File: config.mk
export PLATFORM = sky130hd
export DESIGN_NAME = lps_ctrl
export DESIGN_NICKNAME = d
export VERILOG_FILES = /design/src/sv/longest_palindromic_substring_macros.svh /design/src/sv/lps_pkg.sv /design/src/sv/lps_ctrl.sv
export SDC_FILE = /design/constraint.sdc
export NUM_CORES = 1
export LEC_CHECK = 0
export BUFFER_PORTS_ARGS = -buffer_cell sky130_fd_sc_hd__buf_4
export CORE_AREA = 5 5 42 44
export DETAILED_ROUTE_END_ITERATION = 10
export DIE_AREA = 0 0 47 49
export PLACE_DENSITY = 0.61
export REMOVE_ABC_BUFFERS = 1
export SETUP_SLACK_MARGIN = 0.02
export SYNTH_ARGS = -nofsm -noshare
export SYNTH_HDL_FRONTEND = slang
export SYNTH_SLANG_ARGS = --single-unit
File: constraint.sdc
create_clock -name clk -period 1.8 [get_ports clk]
set_input_delay 0.27 -clock clk [delete_from_list [all_inputs] [get_ports clk]]
set_output_delay 0.27 -clock clk [all_outputs]
set_load 0.01 [all_outputs]
File: src/sv/longest_palindromic_substring_macros.svh
// assertion macros for the longest palindromic substring block
`ifndef LONGEST_PALINDROMIC_SUBSTRING_MACROS_SVH
`define LONGEST_PALINDROMIC_SUBSTRING_MACROS_SVH
`ifndef SYNTH
// same-cycle implication
`define LPS_ASSERT_IMP(label, clk, rst_n, ante, cons) \
    label: assert property (@(posedge clk) disable iff (!rst_n) (ante) |-> (cons)) \
        else $error("lps same-cycle check failed");
// next-cycle implication
`define LPS_ASSERT_NXT(label, clk, rst_n, ante, cons) \
    label: assert property (@(posedge clk) disable iff (!rst_n) (ante) |=> (cons)) \
        else $error("lps next-cycle check failed");
`else
`define LPS_ASSERT_IMP(label, clk, rst_n, ante, cons)
`define LPS_ASSERT_NXT(label, clk, rst_n, ante, cons)
`endif
`endif

File: src/sv/lps_pkg.sv
// shared constants and controller/datapath types for the palindrome search
`default_nettype none
package lps_pkg;

    localparam int MAX_LEN_DEF = 4096;
    localparam int CH_W        = 8;
    localparam int START_W     = 12;
    localparam int LEN_W       = 13;

    typedef struct packed {
        logic load;         // input channel open
        logic init;         // start search over the loaded string
        logic center;       // begin a new center
        logic set_x_edge;   // expansion starts at the rim of the current palindrome
        logic x_inc;        // one more matching step
        logic fin_mirror;   // reach copied from the mirror center
        logic fin_expand;   // reach from expansion, becomes the new center
        logic load_result;  // move best into the output register
    } lps_cmd_t;

    typedef struct packed {
        logic in_fire;
        logic in_last;
        logic covered;
        logic mirror_ok;
        logic can_expand;
        logic sep_step;
        logic chars_eq;
        logic last_center;
        logic out_free;
    } lps_sts_t;

endpackage
`default_nettype wire

File: src/sv/lps_ctrl.sv
// sequencer for loading, per-center reach search and result hand-off
`default_nettype none
module lps_ctrl (
    input  wire logic             clk,
    input  wire logic             rst_n,
    input  wire lps_pkg::lps_sts_t sts,
    output lps_pkg::lps_cmd_t      cmd
);
    import lps_pkg::*;

    localparam logic [2:0] ST_LOAD   = 3'd0;
    localparam logic [2:0] ST_INIT   = 3'd1;
    localparam logic [2:0] ST_CENTER = 3'd2;
    localparam logic [2:0] ST_MIRROR = 3'd3;
    localparam logic [2:0] ST_EXPAND = 3'd4;
    localparam logic [2:0] ST_CMP    = 3'd5;
    localparam logic [2:0] ST_DRAIN  = 3'd6;
    localparam logic [2:0] ST_DONE   = 3'd7;

    logic [2:0] state_reg;
    logic [2:0] state_next;
    logic [2:0] after_fin;

    // where to go once a center's reach is settled
    assign after_fin = sts.last_center ? ST_DRAIN : ST_CENTER;

    always_comb
    begin
        cmd        = '0;
        state_next = state_reg;
        case (state_reg)
            ST_LOAD:
            begin
                cmd.load = 1'b1;
                if (sts.in_fire && sts.in_last)
                begin
                    state_next = ST_INIT;
                end
            end
            ST_INIT:
            begin
                cmd.init   = 1'b1;
                state_next = ST_CENTER;
            end
            ST_CENTER:
            begin
                cmd.center = 1'b1;
                state_next = sts.covered ? ST_MIRROR : ST_EXPAND;
            end
            ST_MIRROR:
            begin
                if (sts.mirror_ok)
                begin
                    cmd.fin_mirror = 1'b1;
                    state_next     = after_fin;
                end
                else
                begin
                    cmd.set_x_edge = 1'b1;
                    state_next     = ST_EXPAND;
                end
            end
            ST_EXPAND:
            begin
                if (!sts.can_expand)
                begin
                    cmd.fin_expand = 1'b1;
                    state_next     = after_fin;
                end
                else if (sts.sep_step)
                begin
                    // separators always match
                    cmd.x_inc = 1'b1;
                end
                else
                begin
                    state_next = ST_CMP;
                end
            end
            ST_CMP:
            begin
                if (sts.chars_eq)
                begin
                    cmd.x_inc  = 1'b1;
                    state_next = ST_EXPAND;
                end
                else
                begin
                    cmd.fin_expand = 1'b1;
                    state_next     = after_fin;
                end
            end
            ST_DRAIN:
            begin
                state_next = ST_DONE;
            end
            ST_DONE:
            begin
                if (sts.out_free)
                begin
                    cmd.load_result = 1'b1;
                    state_next      = ST_LOAD;
                end
            end
            default:
            begin
                state_next = ST_LOAD;
            end
        endcase
    end

    always_ff @(posedge clk or negedge rst_n)
    begin
        if (!rst_n)
        begin
            state_reg <= ST_LOAD;
        end
        else
        begin
            state_reg <= state_next;
        end
    end

endmodule
`default_nettype wire

=== Word level (Yosys, flattened, before mapping) ===
Index checks and enable logic that the tools add are counted.

* Mux-type cells: 25
* Equality and inequality tests: 10
* Reduce and logical (&&, ||, !) cells: 3

{| class="wikitable"
|+ Operators with widths
! cell !! count
|-
| 3-bit 2-to-1 mux || 8
|-
| 3-bit one-hot mux with 8 select lines || 1
|-
| 1-bit 2-to-1 mux || 14
|-
| 3-bit equality test (second input constant) || 4
|-
| 3-bit by 2-bit equality test with 1-bit output (second input constant) || 2
|-
| 2-bit inequality test (second input constant) || 2
|-
| 1-bit one-hot mux with 2 select lines || 2
|-
| 3-bit by 1-bit equality test with 1-bit output (second input constant) || 1
|-
| 3-bit logical NOT || 1
|-
| 3-bit inequality test (second input constant) || 1
|-
| 3-bit AND reduction || 1
|-
| 1-bit logical AND || 1
|}

* Register bits after elaboration: 3
* Output and inout port bits: 8

=== Depth between registers and ports, before layout ===
Gate-level depths: netlist of run 1.

* Word-level depth: 3
* Gate-level depth with buffers: 4
* Gate-level depth less buffers: 3

=== Worst setup path before layout of run 1 ===
OpenSTA, ideal clock, no wires.

* Path kind: reg2out
* Start: reg state_reg[1]
* End: out cmd[1] in the netlist's numbering
* Arrival time: 981 ps
* Slack: 549 ps
* Stages on the path, launching flop included: 5
* Cells stage by stage: dfrtp_1 -> buf_6 -> inv_2 -> nand2_1 -> a211oi_1

{| class="wikitable"
|+ RTL lines
! what !! RTL line !! RTL
|-
| start, declared || lps_ctrl.sv:20 || <nowiki>logic [2:0] state_reg;</nowiki>
|-
| start signal, assigned || lps_ctrl.sv:120 || <nowiki>state_reg <= state_next;</nowiki>
|-
| end, declared || lps_ctrl.sv:7 || <nowiki>output lps_pkg::lps_cmd_t cmd</nowiki>
|}

==> flow_metrics.py, run 1 <==
metrics = {
    "sta": {
        "hold_viol_final": 0,
        "tightest_slew_ns": 0.424,
        "period_share_pct": 90.1,
        "grt_setup_unrepaired": "no",
        "slew_violations": 0,
        "period_needed_ns": 1.62,
        "slew-limit-headroom_pct": 71.8,
        "setup_viol": 0,
        "fmax_mhz": 617,
        "tns_ns": 0,
        "finClkSkew_ns": 0.00376,
    },
    "final_layout": {
        "diodes": 0,
        "largest_register_ffs": 3,
        "syn2layout_area_growth_pct": 40.0,
        "nets": 76,
        "drive_gt1_share_pct": 40.6,
        "fillers": 170,
    },
    "worst_setup_path": {
        "arrival_ns": 1.35,
        "cp_max_fo": 13,
        "crit_buf_inv": 1,
        "cp-start-kind": "flip-flop",
        "crit_type": "flip-flop to output pin",
        "cpPeakStageDelay_ns": 0.59,
        "cp.required_ns": 1.53,
        "slowest_stage": "dfrtp_1",
        "worstSetupEndpointType": "output pin",
        "timing.reg2reg.setup_slack_ns": 0.47,
        "cp_cell_sequence": "nand2_1, nor3b_1, buf_4",
        "path_depth": 3,
        "reg2regPathDepth": 3,
        "cp_top_family": "flip-flops",
    },
    "power": {
        "ir_worst_vdd_v": 0.000538,
        "pwr-share-seq_pct": 31.7,
        "p_clk_share_pct": 15.7,
        "power.share.switching_pct": 45.7,
        "power.switching_mw": 0.357,
        "total_power_mw": 0.781,
        "p_per_area_nw_per_um2": 1510,
        "leakage_nw": 0.240,
        "pwr-share-comb_pct": 52.5,
        "intPower_mw": 0.424,
    },
    "drt": {
        "vias": 400,
        "dr.pass1.iters": 4,
        "drt-initial-drc-count": 7,
        "drc_errors": 0,
        "vias_per_cell": 5.00,
        "avgRoutedWirePerCell_um": 11.6,
        "drt_wl_total_um": 924,
        "antenna_left": 0,
    },
    "grt": {
        "grt_overflow_total": 0,
        "grt_max_degree": 20,
        "grt_pass1_wl_mm": 1.51,
        "grtUsageMet1_pct": 12.4,
        "grt_pass1_vias": 374,
        "antenna_found_initial": 0,
        "gr-usage-met3_pct": 0.369,
        "met2_usage_pct": 11.5,
        "grt.busiest_layer": "met1",
        "grt.total_usage_pct": 8.89,
    },
    "synthesis": {
        "netlist_area_um2": 369,
        "yosysTopAreaCellShare_pct": 20.3,
        "synth_seq_cells": 3,
        "yosysMostFrequentCell": "nor2_1",
        "synthCells": 45,
        "synth_common_cells": "4 x nor2_1, 3 x dfrtp_1, 3 x nand2_1, 3 x nor3_1",
        "synth_edf_count": 0,
        "synth_top_cells_by_area": "dfrtp_1 20%, buf_6 6.1%, and3b_1 4.7%, nor3_1 4.1%, a2bb2oi_2 4.1%",
        "synth_top_area_cell": "dfrtp_1",
        "yosysSeqAreaShare_pct": 20.3,
        "yosys_warnings": 0,
        "syn_avg_cell_area_um2": 8.20,
        "ys_types": 30,
        "async_reset_ff_share_pct": 100,
        "synth_flop_cell": "dfrtp_1",
    },
    "floorplanning": {
        "rows": 14,
        "io_pins": 19,
        "dieHeight_um": 49,
        "die_w_um": 47,
        "initial_core_util_pct": 26.3,
        "dieArea_um2": 2300,
        "core_area_um2": 1400,
    },
    "hold_path": {
        "hold_class": "input port to flip-flop",
        "hold_path_depth": 3,
    },
    "place": {
        "hpwl_um": 679,
        "gp_congestion": 0.750,
        "io_buffers": 18,
    },
    "run_status": {
        "status": "complete, no violations",
    },
    "cts": {
        "clock_sinks": 3,
        "cts_buffers": 3,
        "cts_max_level": 1,
        "clk_pin_slew_worst_paths_ns": 0.04,
        "clk_latency_ns": 0.24,
        "cts_tree": "built",
        "cts-root-buf": "clkbuf_4",
        "cts_buffer_depth": 2,
    },
    "flow_run": {
        "maxCapViolations": 0,
    },
}
[path summary, 6_finish.rpt]
path / to / from
setup / recovery: cmd[2] / state_reg[1]$_DFFE_PN0P_
min in group asynchronous: state_reg[1]$_DFFE_PN0P_ / rst_n
max in group asynchronous: state_reg[0]$_DFFE_PN0P_ / rst_n
hold reg to reg: state_reg[0]$_DFFE_PN0P_ / state_reg[0]$_DFFE_PN0P_
setup reg to reg: state_reg[0]$_DFFE_PN0P_ / state_reg[2]$_DFFE_PN0P_
hold / removal: state_reg[1]$_DFFE_PN0P_ / sts[5]
[repair_timing]
action	in CTS	in global routing
hold endpoints to repair	3	0
setup endpoints to repair	0	4
hold buffers	1	0
setup buffers	0	0
gates resized for setup	0	1
[worst register-to-register path: stages, from the launching register on]
cell and delay (ns):
dfrtp_1 0.52, nor2b_1 0.22, a221o_1 0.37, a2bb2oi_2 0.14
[metal layers]
metal,part of all wire [%],vias to the layer above
met5,0,-
met4,2.4,0
met3,7.3,2
met2,44,14
met1,46,177
li1,-,207
[area by class of cell]
class / count / area [µm²] / share of cell area [%]
tap: 16 / 20.0 / 3.87
inverter: 3 / 11.3 / 2.18
timing repair buffer: 19 / 145 / 28.1
sequential: 3 / 76.3 / 14.8
multi-input combinational: 35 / 238 / 46.0
clock buffer: 4 / 26.3 / 5.08
[power groups by stage]
stage	clock network, mW	registers, mW	logic (mW)
floorplan	0	0.209	0.279
global placement	0	0.245	0.414
detailed placement	0	0.245	0.415
CTS	0.129	0.244	0.418
global route	0.130	0.263	0.457
finish	0.123	0.248	0.410
[placed cells by master (no fill, tap or decap), types with 2 or more instances in the layout]
| cell type | n |
|---|---|
| clkbuf_4 | 3 |
| and3b_1 | 2 |
| inv_1 | 2 |
| buf_4 | 18 |
| a21oi_1 | 2 |
| nor2_1 | 4 |
| nor2b_1 | 2 |
| nand2_1 | 3 |
| dfrtp_1 | 2 |
| nor3_1 | 3 |
| o21ai_1 | 2 |
[cell families after synthesis]
group	share of synthesized area [%]
compound gates	30.2
mux	2.71
buf+inv	15.3
flops	20.3
simple gates	31.5
[stage by stage]
stage / worst slack, ns / hold slack, ns / instance area, µm² / utilization, % / instances
2_1_floorplan: 0.449 / -0.0256 / 324 / - / 41
3_3_place_gp: 0.347 / 0.0598 / 479 / 34.2 / 75
3_5_place_dp: 0.316 / 0.0600 / 479 / 34.2 / 75
4_1_cts: 0.0488 / 0.305 / 515 / 36.8 / 80
5_1_grt: 0.0513 / 0.334 / 517 / 36.9 / 80
6_report: 0.178 / 0.312 / 517 / 36.9 / 80
(Power assumes the default switching activity.)
==> inputs of run 2 (changes only) <==
- CORE_AREA: 5 5 42 44 -> 2 2 39 41
- DIE_AREA: 0 0 47 49 -> 0 0 41 43
==> run 2 against run 1 <==
  * Clock power barely moved
  * Largest cell class unchanged
  * Count of clock-buffer cells in the layout is the same
  * Highest routed layer is now met3
  * Critical endpoint is now cmd[1]
  * Register-to-register slack better by 0.02 ns
  * Largest power group unchanged
==> flow_metrics.py, run 2 (same netlist as run 1, synthesis figures left out) <==
metrics = {
    "run_status": {
        "status": "complete, no violations",
    },
    "floorplanning": {
        "io_pins": 19,
        "core_area_um2": 1380,
        "die_w_um": 41,
        "dieHeight_um": 43,
        "rows": 14,
        "dieArea_um2": 1760,
        "initial_core_util_pct": 26.7,
    },
    "final_layout": {
        "diodes": 0,
        "design_area_um2": 524,
        "drive_gt1_share_pct": 41.5,
        "regArea_um2": 76.3,
        "multi_input_area_um2": 238,
        "final_cell_mix": "19 x buf_4, 4 x nor2_1, 3 x nand2_1, 3 x nor3_1, 3 x clkbuf_4",
        "nets": 77,
        "fillers": 152,
        "largest_register_ffs": 3,
        "syn2layout_area_growth_pct": 42.0,
        "final_common_cell": "buf_4",
    },
    "worst_setup_path": {
        "crit_type": "flip-flop to output pin",
        "cp.required_ns": 1.53,
        "cp-start-kind": "flip-flop",
        "arrival_ns": 1.33,
        "cp_max_fo": 13,
        "reg2regPathDepth": 4,
        "worstSetupEndpointType": "output pin",
    },
    "cts": {
        "cts_buffer_depth": 2,
        "cts-root-buf": "clkbuf_4",
        "clk_pin_slew_worst_paths_ns": 0.04,
        "clk_latency_ns": 0.24,
        "cts_buffers": 3,
        "clock_sinks": 3,
        "cts_tree": "built",
        "post-cts-setup-buffers": 0,
        "cts_max_level": 1,
    },
    "place": {
        "place_ws_ns": 0.442,
        "place_area_um2": 487,
        "gp_congestion": 0.841,
        "io_buffers": 18,
    },
    "flow_run": {
        "maxCapViolations": 0,
    },
    "drt": {
        "drc_errors": 0,
        "drt-initial-drc-count": 5,
        "wl_met2_um": 454,
        "vias": 395,
        "avgRoutedWirePerCell_um": 11.0,
        "vias_per_cell": 4.88,
        "antenna_left": 0,
        "met1_length_um": 382,
        "met3WireLength_um": 55,
        "highest_layer": "met3",
        "drt_wl_total_um": 893,
        "dr.pass1.iters": 4,
    },
    "power": {
        "total_power_mw": 0.797,
        "p_clk_share_pct": 15.4,
        "pwr-share-seq_pct": 27.5,
        "ir_worst_vdd_v": 0.000638,
        "power.share.switching_pct": 45.0,
        "pwr-share-comb_pct": 57.2,
        "leakage_nw": 0.245,
        "intPower_mw": 0.438,
        "p_per_area_nw_per_um2": 1520,
        "power.switching_mw": 0.359,
    },
    "grt": {
        "antenna_found_initial": 0,
        "grt_pass1_vias": 374,
        "grt.total_usage_pct": 13.1,
        "grt_overflow_total": 0,
        "grt_max_degree": 14,
        "grt_pass1_wl_mm": 1.52,
    },
    "hold_path": {
        "hold_path_depth": 3,
        "hold_class": "input port to flip-flop",
    },
    "sta": {
        "fmax_mhz": 626,
        "tns_ns": 0,
        "tightest_slew_ns": 0.392,
        "hold_viol_final": 0,
        "period_needed_ns": 1.60,
        "grt_setup_unrepaired": "no",
        "finClkSkew_ns": 0.00451,
        "worst_slack_ns": 0.201,
        "slew_violations": 0,
        "setup_viol": 0,
        "period_share_pct": 88.8,
        "slew-limit-headroom_pct": 73.9,
        "hold_ws_ns": 0.327,
    },
}
[run 2: cell count changes in the layout (fill, tap and decap cells not counted), sizes merged]
cell  delta
buf      +1
[run 2: worst paths after layout]
kind | start | endpoint | slack, ns
min reg2reg | state_reg[1]$_DFFE_PN0P_ | state_reg[2]$_DFFE_PN0P_ | 0.74
max reg2reg | state_reg[0]$_DFFE_PN0P_ | state_reg[0]$_DFFE_PN0P_ | 0.49
min | sts[5] | state_reg[1]$_DFFE_PN0P_ | 0.33
min in group asynchronous | rst_n | state_reg[1]$_DFFE_PN0P_ | 0.36
max in group asynchronous | rst_n | state_reg[1]$_DFFE_PN0P_ | 1.34
max | state_reg[2]$_DFFE_PN0P_ | cmd[1] | 0.20
[run 2: worst max-delay path, cell delays in order, from the launching register on]
cell and delay (ns):
dfrtp_1 0.57, nand2_1 0.12, a211oi_1 0.24, buf_4 0.16
[run 2: power by group through the flow]
stage / clock [mW] / sequential, mW / combinational, mW
floorplan: 0 / 0.209 / 0.279
global placement: 0 / 0.216 / 0.457
detailed placement: 0 / 0.216 / 0.455
CTS: 0.129 / 0.215 / 0.459
global route: 0.139 / 0.238 / 0.508
finish: 0.123 / 0.219 / 0.456
[run 2: final cells by class]
cell class | instances | share of cell area [%]
timing repair buffer | 20 | 29.1
clock buffer | 4 | 5.01
tap | 16 | 3.82
sequential | 3 | 14.6
multi-input combinational | 35 | 45.3
inverter | 3 | 2.15
[run 2: per-layer routing]
layer  GRT usage [%]  vias to the layer above
met1            18.1                      176
li1                -                      207
met4            14.0                        0
met2            16.6                       12
met3               0                        0
met5               0                        -
[run 2: timing repair]
item,4_1_cts,5_1_grt
endpoints found under the setup margin,0,1
hold buffers,1,0
resized for setup,0,1
endpoints found under the hold margin,3,0
[run 2: through the flow]
| step | utilization (%) | cells |
|---|---|---|
| floorplan | - | 41 |
| global placement | 35.2 | 76 |
| detailed placement | 35.2 | 76 |
| CTS | 37.8 | 81 |
| global route | 37.9 | 81 |
| finish | 37.9 | 81 |
